--- src/design/qlt_pkg.sv ---
// Shared types, constants and helpers for the quoted line tokenizer.
package qlt_pkg;

  localparam int unsigned LINE_COUNT_BITS = 24;
  localparam int unsigned MAX_RESULTS     = 3;

  localparam logic [7:0] MAX_TOKENS = 8'd128;
  localparam logic [LINE_COUNT_BITS-1:0] LINE_MAX = {LINE_COUNT_BITS{1'b1}};

  localparam logic [7:0] CH_HASH  = 8'h23;
  localparam logic [7:0] CH_QUOTE = 8'h22;
  localparam logic [7:0] CH_BSL   = 8'h5C;
  localparam logic [7:0] CH_NL    = 8'h0A;
  localparam logic [7:0] CH_NUL   = 8'h00;
  localparam logic [7:0] CH_SPACE = 8'h20;
  localparam logic [7:0] CH_TAB   = 8'h09;
  localparam logic [7:0] CH_CR    = 8'h0D;

  typedef enum logic [2:0] {
    KIND_CHAR    = 3'd0,
    KIND_TEND    = 3'd1,
    KIND_LEND    = 3'd2,
    KIND_ABANDON = 3'd3,
    KIND_EOF     = 3'd4
  } kind_t;

  typedef struct packed {
    logic                       at_line_start;
    logic                       in_comment;
    logic                       discarding_rest;
    logic                       held_backslash;
    logic                       in_quote;
    logic                       token_open;
    logic [7:0]                 token_count;
    logic [LINE_COUNT_BITS-1:0] physical_lines;
    logic                       phys_fresh;
    logic                       cont_pending;
  } state_t;

  localparam state_t ST_RESET = '{
    at_line_start:   1'b1,
    in_comment:      1'b0,
    discarding_rest: 1'b0,
    held_backslash:  1'b0,
    in_quote:        1'b0,
    token_open:      1'b0,
    token_count:     8'd0,
    physical_lines:  '0,
    phys_fresh:      1'b1,
    cont_pending:    1'b0
  };

  typedef struct packed {
    kind_t                      kind;
    logic [7:0]                 ch;
    logic [7:0]                 cnt;
    logic [LINE_COUNT_BITS-1:0] line;
  } result_t;

  // All results caused by one input word, in order; cnt of them are real.
  typedef struct packed {
    result_t [MAX_RESULTS-1:0] res;
    logic [1:0]                cnt;
  } bundle_t;

  function automatic logic [LINE_COUNT_BITS-1:0] line_inc(
    input logic [LINE_COUNT_BITS-1:0] x
  );
    return (x == LINE_MAX) ? x : x + 1'b1;
  endfunction

endpackage

--- src/design/qlt_step.sv ---
// Combinational next-state and result logic for one byte of the tokenizer.
module qlt_step (
  input  qlt_pkg::state_t  st_i,
  input  logic [7:0]       byte_i,
  input  logic             eof_i,
  output qlt_pkg::state_t  st_o,
  output qlt_pkg::bundle_t bundle_o
);
  import qlt_pkg::*;

  typedef struct packed {
    state_t     st;
    logic       emit;
    kind_t      kind;
    logic [7:0] ch;
  } take_t;

  typedef struct packed {
    state_t     st;
    logic       tend;
    logic       lend;
    logic [7:0] cnt;
  } fin_t;

  function automatic state_t open_token(input state_t s);
    state_t r;
    r = s;
    r.token_open = 1'b1;
    if (r.token_count < MAX_TOKENS) begin
      r.token_count = r.token_count + 8'd1;
    end
    return r;
  endfunction

  function automatic logic is_space(input logic [7:0] c);
    return (c == CH_SPACE) || ((c >= CH_TAB) && (c <= CH_CR));
  endfunction

  function automatic take_t take_char(input state_t s, input logic [7:0] c);
    take_t r;
    logic  skip;
    r.st   = s;
    r.emit = 1'b0;
    r.kind = KIND_CHAR;
    r.ch   = c;
    skip   = 1'b0;
    if (s.at_line_start) begin
      r.st.at_line_start = 1'b0;
      if (c == CH_HASH) begin
        r.st.in_comment = 1'b1;
        skip = 1'b1;
      end
    end
    if (!skip && !r.st.in_comment) begin
      if (c == CH_QUOTE) begin
        if (!r.st.token_open) begin
          r.st = open_token(r.st);
        end
        r.st.in_quote = !r.st.in_quote;
      end else if (is_space(c) && !r.st.in_quote) begin
        if (r.st.token_open) begin
          r.emit = 1'b1;
          r.kind = KIND_TEND;
          r.ch   = 8'd0;
          r.st.token_open = 1'b0;
        end
      end else begin
        if (!r.st.token_open) begin
          r.st = open_token(r.st);
        end
        r.emit = 1'b1;
      end
    end
    return r;
  endfunction

  function automatic fin_t finish_line(input state_t s);
    fin_t r;
    r.st   = s;
    r.tend = s.token_open;
    r.lend = (s.token_count != 8'd0) && !s.in_comment;
    r.cnt  = s.token_count;
    r.st.at_line_start = 1'b1;
    r.st.in_comment    = 1'b0;
    r.st.in_quote      = 1'b0;
    r.st.token_open    = 1'b0;
    r.st.token_count   = 8'd0;
    return r;
  endfunction

  state_t                    s;
  take_t                     tk;
  fin_t                      fin;
  result_t [MAX_RESULTS-1:0] res;
  logic [1:0]                n;
  logic                      done;

  always_comb begin
    s    = st_i;
    res  = '0;
    n    = 2'd0;
    done = 1'b0;
    tk   = '0;
    fin  = '0;
    if (eof_i) begin
      if (s.held_backslash || s.cont_pending) begin
        s.physical_lines = line_inc(s.physical_lines);
        res[n] = '{kind: KIND_ABANDON, ch: 8'd0, cnt: 8'd0, line: s.physical_lines};
        n = n + 2'd1;
      end else begin
        fin = finish_line(s);
        if (fin.tend) begin
          res[n] = '{kind: KIND_TEND, ch: 8'd0, cnt: 8'd0, line: s.physical_lines};
          n = n + 2'd1;
        end
        if (fin.lend) begin
          res[n] = '{kind: KIND_LEND, ch: 8'd0, cnt: fin.cnt, line: s.physical_lines};
          n = n + 2'd1;
        end
        s.physical_lines = line_inc(s.physical_lines);
      end
      res[n] = '{kind: KIND_EOF, ch: 8'd0, cnt: 8'd0, line: s.physical_lines};
      n = n + 2'd1;
      s = ST_RESET;
    end else if (s.discarding_rest) begin
      if (byte_i == CH_NL) begin
        s.discarding_rest = 1'b0;
        s.phys_fresh      = 1'b1;
      end
    end else begin
      if (s.phys_fresh) begin
        s.physical_lines = line_inc(s.physical_lines);
        s.phys_fresh     = 1'b0;
        s.cont_pending   = 1'b0;
      end
      if (s.held_backslash) begin
        s.held_backslash = 1'b0;
        if ((byte_i == CH_NL) || (byte_i == CH_NUL)) begin
          // line continuation: the backslash and the break vanish
          s.cont_pending = 1'b1;
          if (byte_i == CH_NL) begin
            s.phys_fresh = 1'b1;
          end else begin
            s.discarding_rest = 1'b1;
          end
          done = 1'b1;
        end else begin
          tk = take_char(s, CH_BSL);
          s  = tk.st;
          if (tk.emit) begin
            res[n] = '{kind: tk.kind, ch: tk.ch, cnt: 8'd0, line: s.physical_lines};
            n = n + 2'd1;
          end
        end
      end
      if (!done) begin
        if (byte_i == CH_BSL) begin
          s.held_backslash = 1'b1;
        end else if ((byte_i == CH_NL) || (byte_i == CH_NUL)) begin
          fin = finish_line(s);
          if (fin.tend) begin
            res[n] = '{kind: KIND_TEND, ch: 8'd0, cnt: 8'd0, line: s.physical_lines};
            n = n + 2'd1;
          end
          if (fin.lend) begin
            res[n] = '{kind: KIND_LEND, ch: 8'd0, cnt: fin.cnt, line: s.physical_lines};
            n = n + 2'd1;
          end
          s = fin.st;
          if (byte_i == CH_NL) begin
            s.phys_fresh = 1'b1;
          end else begin
            s.discarding_rest = 1'b1;
          end
        end else begin
          tk = take_char(s, byte_i);
          s  = tk.st;
          if (tk.emit) begin
            res[n] = '{kind: tk.kind, ch: tk.ch, cnt: 8'd0, line: s.physical_lines};
            n = n + 2'd1;
          end
        end
      end
    end
    st_o         = s;
    bundle_o.res = res;
    bundle_o.cnt = n;
  end

endmodule

--- src/design/qlt_res_buf.sv ---
// Result register: holds one byte's results and hands them out one per word.
module qlt_res_buf (
  input  logic                                clk,
  input  logic                                rst_n,
  input  logic                                load,
  input  qlt_pkg::bundle_t                    bundle_i,
  output logic                                can_load,
  output logic                                out_valid,
  input  logic                                out_stall,
  output logic [2:0]                          out_result_kind,
  output logic [7:0]                          out_token_char,
  output logic [7:0]                          out_tokens_in_line,
  output logic [qlt_pkg::LINE_COUNT_BITS-1:0] out_line_number,
  output logic                                out_last_of_run
);
  import qlt_pkg::*;

  result_t [MAX_RESULTS-1:0] ent_r, ent_nxt;
  logic [1:0]                cnt_r, cnt_nxt;
  logic                      take;

  assign take     = (cnt_r != 2'd0) && !out_stall;
  assign can_load = (cnt_r == 2'd0) || ((cnt_r == 2'd1) && take);

  always_comb begin
    ent_nxt = ent_r;
    cnt_nxt = cnt_r;
    if (load) begin
      ent_nxt = bundle_i.res;
      cnt_nxt = bundle_i.cnt;
    end else if (take) begin
      ent_nxt[0] = ent_r[1];
      ent_nxt[1] = ent_r[2];
      cnt_nxt    = cnt_r - 2'd1;
    end
  end

  always_ff @(posedge clk) begin
    if (!rst_n) begin
      cnt_r <= 2'd0;
    end else begin
      cnt_r <= cnt_nxt;
    end
    ent_r <= ent_nxt;
  end

  assign out_valid          = (cnt_r != 2'd0);
  assign out_result_kind    = ent_r[0].kind;
  assign out_token_char     = ent_r[0].ch;
  assign out_tokens_in_line = ent_r[0].cnt;
  assign out_line_number    = ent_r[0].line;
  assign out_last_of_run    = (cnt_r == 2'd1);

endmodule

--- src/design/quoted_line_tokenizer_core.sv ---
// Top level of the quoted line tokenizer: input register, line state, result register.
//
// Usage:
//   Input channel (in_valid / in_stall): one word per byte of text, or a word
//   with in_end_of_file set to close the stream; the byte is then ignored.
//   Output channel (out_valid / out_stall): one word per result, in order.
//   out_last_of_run marks the last result caused by a given input word;
//   input words that cause no result produce nothing on the output.
// Path: an accepted byte is held in the input register, and its results load
//   into the result register once it can take them; the first result is
//   shown from the result register.
// Throughput: one byte per cycle while out_stall is low and each byte gives
//   at most one result. A byte that gives two or three results (line end, end
//   of file, a byte after a held backslash) holds the result register until
//   they drain at one result per unstalled cycle, so that register sets the rate.
// Stall: while the receiver stalls, the shown result holds, the result
//   register fills, and in_stall rises once the input register is also full.
// Reset (rst_n low, synchronous): both registers empty, line state at the
//   start of a fresh stream with the line count at zero. End of file also
//   returns the line state to that starting point.
module quoted_line_tokenizer_core (
  input  logic                                clk,
  input  logic                                rst_n,
  input  logic                                in_valid,
  output logic                                in_stall,
  input  logic [7:0]                          in_text_byte,
  input  logic                                in_end_of_file,
  output logic                                out_valid,
  input  logic                                out_stall,
  output logic [2:0]                          out_result_kind,
  output logic [7:0]                          out_token_char,
  output logic [7:0]                          out_tokens_in_line,
  output logic [qlt_pkg::LINE_COUNT_BITS-1:0] out_line_number,
  output logic                                out_last_of_run
);
  import qlt_pkg::*;

  // input register
  logic       in_v_r, in_v_nxt;
  logic [7:0] byte_r;
  logic       eof_r;
  logic       accept;

  // tokenizer state
  state_t  st_r, st_nxt, st_step;
  bundle_t bundle;

  logic can_load;
  logic advance;

  // the held word moves on whenever the result register can take its results
  assign advance  = in_v_r && can_load;
  assign in_stall = in_v_r && !can_load;
  assign accept   = in_valid && !in_stall;

  always_comb begin
    in_v_nxt = in_v_r;
    if (accept) begin
      in_v_nxt = 1'b1;
    end else if (advance) begin
      in_v_nxt = 1'b0;
    end
    st_nxt = advance ? st_step : st_r;
  end

  always_ff @(posedge clk) begin
    if (!rst_n) begin
      in_v_r <= 1'b0;
      st_r   <= ST_RESET;
    end else begin
      in_v_r <= in_v_nxt;
      st_r   <= st_nxt;
    end
    if (accept) begin
      byte_r <= in_text_byte;
      eof_r  <= in_end_of_file;
    end
  end

  qlt_step u_step (
    .st_i     (st_r),
    .byte_i   (byte_r),
    .eof_i    (eof_r),
    .st_o     (st_step),
    .bundle_o (bundle)
  );

  qlt_res_buf u_res_buf (
    .clk                (clk),
    .rst_n              (rst_n),
    .load               (advance),
    .bundle_i           (bundle),
    .can_load           (can_load),
    .out_valid          (out_valid),
    .out_stall          (out_stall),
    .out_result_kind    (out_result_kind),
    .out_token_char     (out_token_char),
    .out_tokens_in_line (out_tokens_in_line),
    .out_line_number    (out_line_number),
    .out_last_of_run    (out_last_of_run)
  );

endmodule

--- config.mk ---
export PLATFORM = sky130hd
export DESIGN_NAME = quoted_line_tokenizer_core
export DESIGN_NICKNAME = d
export VERILOG_FILES = /design/src/design/qlt_pkg.sv /design/src/design/qlt_step.sv /design/src/design/qlt_res_buf.sv /design/src/design/quoted_line_tokenizer_core.sv
export SDC_FILE = /design/constraint.sdc
export NUM_CORES = 1
export LEC_CHECK = 0
export BUFFER_PORTS_ARGS = -buffer_cell sky130_fd_sc_hd__buf_2
export CAP_MARGIN = 10
export CORE_ASPECT_RATIO = 1.2
export CORE_UTILIZATION = 55
export CTS_BUF_LIST = sky130_fd_sc_hd__clkbuf_16
export CTS_CLUSTER_SIZE = 40
export DETAILED_ROUTE_END_ITERATION = 6
export GPL_ROUTABILITY_DRIVEN = 0
export HOLD_SLACK_MARGIN = 0.06
export PLACE_DENSITY = 0.73
export SETUP_SLACK_MARGIN = 0.3
export SYNTH_ARGS = -nofsm -noshare
export SYNTH_HDL_FRONTEND = slang
export SYNTH_SLANG_ARGS = --single-unit
--- constraint.sdc ---
create_clock -name clk -period 3.7 [get_ports clk]
set_input_delay 0.37 -clock clk [delete_from_list [all_inputs] [get_ports clk]]
set_output_delay 0.37 -clock clk [all_outputs]
set_load 0.01 [all_outputs]
==> results of run 1 <==
## power breakdown
part / leakage (nW) / switching (mW) / internal, mW / total, mW
sequential: 1.60 / 0.120 / 2.58 / 2.70
combinational: 2.49 / 1.05 / 0.516 / 1.57
clock: 0.292 / 0.827 / 1.01 / 1.83
total: 4.39 / 2.00 / 4.10 / 6.10
## worst reg2reg max path, stage by stage (launching register included)
cell	delay, ps
dfxtp_2	370
or4b_4	550
buf_4	180
or3_1	370
o211a_4	280
and4_4	200
a21oi_4	190
buf_4	200
nand3_1	330
nor2_1	230
a21oi_1	70
o21ai_0	260
## flip-flops by register name, indices dropped and copies added, names as in the netlist
name,count
u_res_buf.out_line_number,24
in_v_r,1
st_r,40
u_res_buf.cnt_r,2
u_res_buf.out_tokens_in_line,8
u_res_buf.out_token_char,8
eof_r,1
u_res_buf.out_result_kind,3
u_res_buf.ent_r,77
byte_r,8
## worst paths after layout
check                                         start                               to  slack [ps]  cells after the start
worst max-delay path                       st_r[33]  u_res_buf.out_tokens_in_line[3]         300                     11
worst min-delay path                in_text_byte[4]                        byte_r[4]         100                      1
worst max register to register             st_r[33]  u_res_buf.out_tokens_in_line[3]         300                     11
worst min register to register  u_res_buf.ent_r[93]              u_res_buf.ent_r[50]         530                      2
## cell families (layout without fill, tap and decap cells)
group	count (synthesis)	in the layout	synth area share
and+or+nand+nor	456	456	0.206
buffers and inverters	172	198	0.0764
muxes	5	5	0.00471
adders and majority gates	17	17	0.0195
xor gates and xnor gates	37	37	0.0298
AOI/OAI and AO/OA	377	377	0.229
DFF	172	172	0.435
## synth_stat cells, drive strengths merged (8+ instances only)
master | number | area share
o211ai | 17 | 0.012
or3 | 21 | 0.012
nand4 | 16 | 0.011
a21boi | 17 | 0.012
dfxtp | 43 | 0.079
and4 | 8 | 0.0067
nor2b | 10 | 0.0057
xor2 | 20 | 0.016
a31oi | 28 | 0.017
o221ai | 19 | 0.020
nor2 | 111 | 0.038
ha | 17 | 0.020
edfxtp | 129 | 0.36
nand3 | 38 | 0.017
a22oi | 8 | 0.0055
buf | 54 | 0.036
xnor2 | 17 | 0.014
a21oi | 93 | 0.044
clkbuf | 90 | 0.031
inv | 28 | 0.0097
nor4 | 12 | 0.0080
nand2 | 137 | 0.048
and3 | 18 | 0.010
o21ai | 129 | 0.060
a211oi | 9 | 0.0083
nor3 | 38 | 0.018
o311ai | 15 | 0.016
and2 | 24 | 0.014
## timing repair
item | CTS | global route
cloned | 0 | 2
setup buffers | 0 | 11
resized for setup | 7 | 42
pin swaps | 0 | 10
hold buffers | 0 | 0
endpoints found under the setup margin | 24 | 79
## layout make-up
cell class / instances / area, sq um / area share
inverter: 28 / 105 / 0.00857
tap: 261 / 327 / 0.0266
clock buffer: 17 / 425 / 0.0347
sequential: 172 / 4740 / 0.386
clock inverter: 15 / 163 / 0.0133
timing repair buffer: 138 / 955 / 0.0778
multi-input combinational: 892 / 5560 / 0.453
## per-stage QoR
step	instances	instance area [sq um]	util
after CTS	1510	11900	0.612
after global placement	1478	11300	0.581
after floorplan	1236	10900	-
final	1523	12300	0.630
after detailed placement	1478	11300	0.581
after global routing	1523	12300	0.630
## per-layer routing
| metal | routed length, microns | global-route usage | up-vias |
|---|---|---|---|
| met3 | 2640 | 0.0542 | 145 |
| li1 | - | - | 4536 |
| met1 | 11700 | 0.370 | 4619 |
| met4 | 1710 | 0.177 | 2 |
| met5 | 13 | 0 | - |
| met2 | 15700 | 0.537 | 594 |
==> results.json, run 1 <==
{
  "status": "finished, final reports clean",
  "dr.first_iter.drc_count": 1182,
  "fillers": 1660,
  "cp_max_fo": 7,
  "grt_pass1_wl_mm": 48.8,
  "cp.arrival_ps": 3650,
  "endpoint_kind": "flop",
  "vias_per_cell": 6.50,
  "diodes": 0,
  "min_period_over_period": 0.919,
  "max_cap_violations": 0,
  "synth-edff-count": 129,
  "final_cell_mix": "nand2_1 (134), edfxtp_1 (129), o21ai_0 (124)",
  "fin_nets": 1279,
  "start_kind": "flop",
  "ys_ff_latch": 172,
  "dp_hpwl_mm": 20.9,
  "slowest_stage": "or4b_4",
  "rows": 56,
  "grt-ovfl-total": 0,
  "cts_buffers": 17,
  "dieArea_sq_mm": 0.0204,
  "cpMostUsedCell": "buf_4",
  "ctsHtreeMaxLevel": 4,
  "max_slew_margin": 0.396,
  "drc": 0,
  "rsz0062_at_grt": "yes",
  "ys_types": 83,
  "worst-path-buf-inv": 2,
  "root_buffer": "clkbuf_16",
  "synth-main-ff-cell": "edfxtp_1",
  "leakage_nw": 4.39,
  "crit_chain": "or4b_4 -> buf_4 -> or3_1 -> o211a_4 -> and4_4 -> a21oi_4 -> buf_4 -> nand3_1 -> nor2_1 -> a21oi_1 -> o21ai_0",
  "final_common_cell": "nand2_1",
  "setup_tns_ps": 0,
  "fp.dieH_microns": 156,
  "ant_nets": 0,
  "crit_type": "flop to flop",
  "finalHoldViolCount": 0,
  "yosysSeqAreaShare": 0.435,
  "max_freq_mhz": 294,
  "yosysWarningCount": 0,
  "die_x_microns": 130,
  "report.final.slew_viol_count": 0,
  "finClkSkew_ps": 9.66,
  "synth_nets": 1266,
  "power_density_mw_per_mm2": 497,
  "grtUsageTotal": 0.314,
  "cp.required_ps": 3950,
  "grt_pass1_vias": 9324,
  "area_growth_pct": 12.7,
  "clkSlewWorstSetupHoldPaths_ps": 70,
  "coreArea_sq_mm": 0.0195,
  "min_period_ps": 3400,
  "cts_tree": "yes",
  "holdWs_ps": 99.0,
  "slowest_delay_ps": 550,
  "cts_sinks": 172,
  "drt_wl_total_mm": 31.8,
  "place_ws_ps": 180,
  "io_pins": 59,
  "synth_area_per_cell_sq_um": 8.81,
  "ir_drop_v": 0.000342,
  "clockBufferDepth": 2,
  "finalSetupViolCount": 0,
  "start_util": 0.559,
  "antenna_found_initial": 1,
  "syn-cell-area_sq_mm": 0.0109,
  "drive_above_1_share": 0.186,
  "wl_per_cell_microns": 20.9,
  "cp_top_family": "simple AND/OR/NAND/NOR gates",
  "total_power_mw": 6.10,
  "hp-class": "input pin to flop",
  "clk_latency_ps": 440,
  "setup_slack_ps": 300,
  "drt_pre_antenna_iters": 5,
  "grt_max_degree": 54,
  "async_flop_share": 0,
  "placement.io_buffers": 58,
  "vias": 9896,
  "tightest_slew_ps": 907,
  "syn_inst": 1236
}
(Power assumes the default switching activity.)
==> run 2, diff against run 1 <==
--- a/config.mk
+++ b/config.mk
@@ -8,13 +8,14 @@
 export BUFFER_PORTS_ARGS = -buffer_cell sky130_fd_sc_hd__buf_2
 export CAP_MARGIN = 10
 export CORE_ASPECT_RATIO = 1.2
-export CORE_UTILIZATION = 55
+export CORE_UTILIZATION = 61
 export CTS_BUF_LIST = sky130_fd_sc_hd__clkbuf_16
 export CTS_CLUSTER_SIZE = 40
 export DETAILED_ROUTE_END_ITERATION = 6
 export GPL_ROUTABILITY_DRIVEN = 0
+export GPL_TIMING_DRIVEN = 1
 export HOLD_SLACK_MARGIN = 0.06
-export PLACE_DENSITY = 0.73
+export PLACE_DENSITY = 0.8
 export SETUP_SLACK_MARGIN = 0.3
 export SYNTH_ARGS = -nofsm -noshare
 export SYNTH_HDL_FRONTEND = slang
==> run 2 against run 1 <==
Combinational power grew 3%. Via count grew 2.1%. Largest cell class unchanged. Worst setup slack gained 21 ps. Die area shrank 9.7%. Core utilization grew 7.4 points. Sequential power is essentially flat. Clock power grew 5%. Cell count shrank 2.9%. Non-clock buffer count shrank 3. Power grew 2.2%. Critical path depth is the same.
==> results.json, run 2 (synthesis gave the netlist of run 1 again) <==
{
  "start_util": 0.622,
  "drc": 0,
  "clkSlewWorstSetupHoldPaths_ps": 70,
  "max_slew_margin": 0.398,
  "grt_pass1_vias": 9375,
  "cp_max_fo": 7,
  "coreArea_sq_mm": 0.0175,
  "finalHoldViolCount": 0,
  "io_pins": 59,
  "endpoint_kind": "flop",
  "cp.required_ps": 3850,
  "min_period_ps": 3380,
  "max_freq_mhz": 296,
  "tightest_slew_ps": 903,
  "drt_wl_total_mm": 31.4,
  "root_buffer": "clkbuf_16",
  "vias_per_cell": 6.83,
  "final_common_cell": "nand2_1",
  "drive_above_1_share": 0.190,
  "cts_buffers": 17,
  "min_period_over_period": 0.913,
  "hold_buffers": 0,
  "crit_type": "flop to flop",
  "ant_nets": 0,
  "wl_per_cell_microns": 21.2,
  "total_power_mw": 6.23,
  "cts_sinks": 172,
  "area_growth_pct": 13.1,
  "grt-ovfl-total": 0,
  "fin_nets": 1276,
  "rsz0062_at_grt": "yes",
  "slowest_stage": "or4_4",
  "clk_latency_ps": 430,
  "clockBufferDepth": 2,
  "dr.first_iter.drc_count": 1188,
  "dieArea_sq_mm": 0.0184,
  "stdcell_area_sq_mm": 0.0123,
  "top_register": "u_res_buf.ent_r",
  "report.final.slew_viol_count": 0,
  "rows": 53,
  "antenna_found_initial": 0,
  "cp.arrival_ps": 3530,
  "place_ws_ps": 124,
  "ctsHtreeMaxLevel": 4,
  "placed_cell_area_sq_mm": 0.0113,
  "holdWs_ps": 110,
  "largest_reg_flops": 77,
  "cts_tree": "yes",
  "start_kind": "flop",
  "drt_pre_antenna_iters": 7,
  "placement.io_buffers": 58,
  "max_cap_violations": 0,
  "finClkSkew_ps": 9.33,
  "setup_tns_ps": 0,
  "leakage_nw": 4.40,
  "cp_top_family": "compound AO/OA/AOI/OAI gates",
  "ir_drop_v": 0.000338,
  "grt_max_degree": 49,
  "crit_chain": "buf_6 -> or4_4 -> o311ai_4 -> nand2_2 -> a211oi_4 -> a21oi_4 -> a211oi_4 -> a2111oi_4 -> a21oi_4 -> buf_6 -> o221ai_1",
  "final_cell_mix": "nand2_1 (132), edfxtp_1 (129), o21ai_0 (123)",
  "vias": 10100,
  "fp.dieH_microns": 148,
  "grt_pass1_wl_mm": 47.5,
  "power_density_mw_per_mm2": 506,
  "worst-path-buf-inv": 2,
  "hp-class": "input pin to flop",
  "setup_slack_ps": 320,
  "dp_hpwl_mm": 20.4,
  "diodes": 0,
  "grtUsageTotal": 0.337,
  "status": "finished, final reports clean",
  "slowest_delay_ps": 560,
  "die_x_microns": 124,
  "finalSetupViolCount": 0
}
run 2: cell types whose count changed in the layout (fill, tap and decap cells not counted), sizes merged:
cell	previous run	this run
clkinvlp	1	3
inv	35	32
buf	136	133
bufinv	2	4
clkinv	5	4
run 2: final timing paths:
check / slack (ps) / endpoint / cells past startpoint / from
max: 320 / u_res_buf.out_line_number[11] / 11 / byte_r[2]
min: 110 / byte_r[1] / 1 / in_text_byte[1]
max reg2reg: 320 / u_res_buf.out_line_number[11] / 11 / byte_r[2]
min reg2reg: 530 / st_r[35] / 2 / st_r[35]
run 2: what timing repair did:
item | CTS | global route
gates cloned | 0 | 2
resized for setup | 11 | 52
pin swaps | 1 | 11
buffers inserted | 0 | 9
endpoints found under the setup margin | 36 | 78
run 2: area by class of cell:
type,count,area [sq um]
Multi-Input combinational cell,892,5600
Fill cell,1354,5190
Sequential cell,172,4740
Timing Repair Buffer,135,963
Clock buffer,17,425
Tap cell,220,275
Clock inverter,15,211
Inverter,28,105
run 2: metal layers:
metal  wire length (microns)  GRT usage  share of wire  vias up
li1                        -          -              -     4531
met1                   11200      0.396           0.36     4717
met4                    2100      0.214          0.067        0
met2                   15400      0.562           0.49      661
met3                    2710     0.0579          0.086      193
met5                       0          0              0        -
run 2: power breakdown:
group / total (mW) / internal, mW / switching (mW)
Sequential: 2.69 / 2.58 / 0.116
Combinational: 1.61 / 0.536 / 1.08
Clock: 1.93 / 1.14 / 0.784
run 2: metrics by stage:
| step | utilization | instances |
|---|---|---|
| CTS | 0.683 | 1468 |
| global placement | 0.643 | 1436 |
| floorplan | - | 1236 |
| detailed placement | 0.643 | 1436 |
| global route | 0.704 | 1479 |
| finish | 0.704 | 1479 |
run 2: worst register-to-register path, stage by stage (launching register included):
cell and delay (ps):
edfxtp_1 440, buf_6 160, or4_4 570, o311ai_4 330, nand2_2 120, a211oi_4 370, a21oi_4 150, a211oi_4 370
a2111oi_4 70, a21oi_4 240, buf_6 170, o221ai_1 130
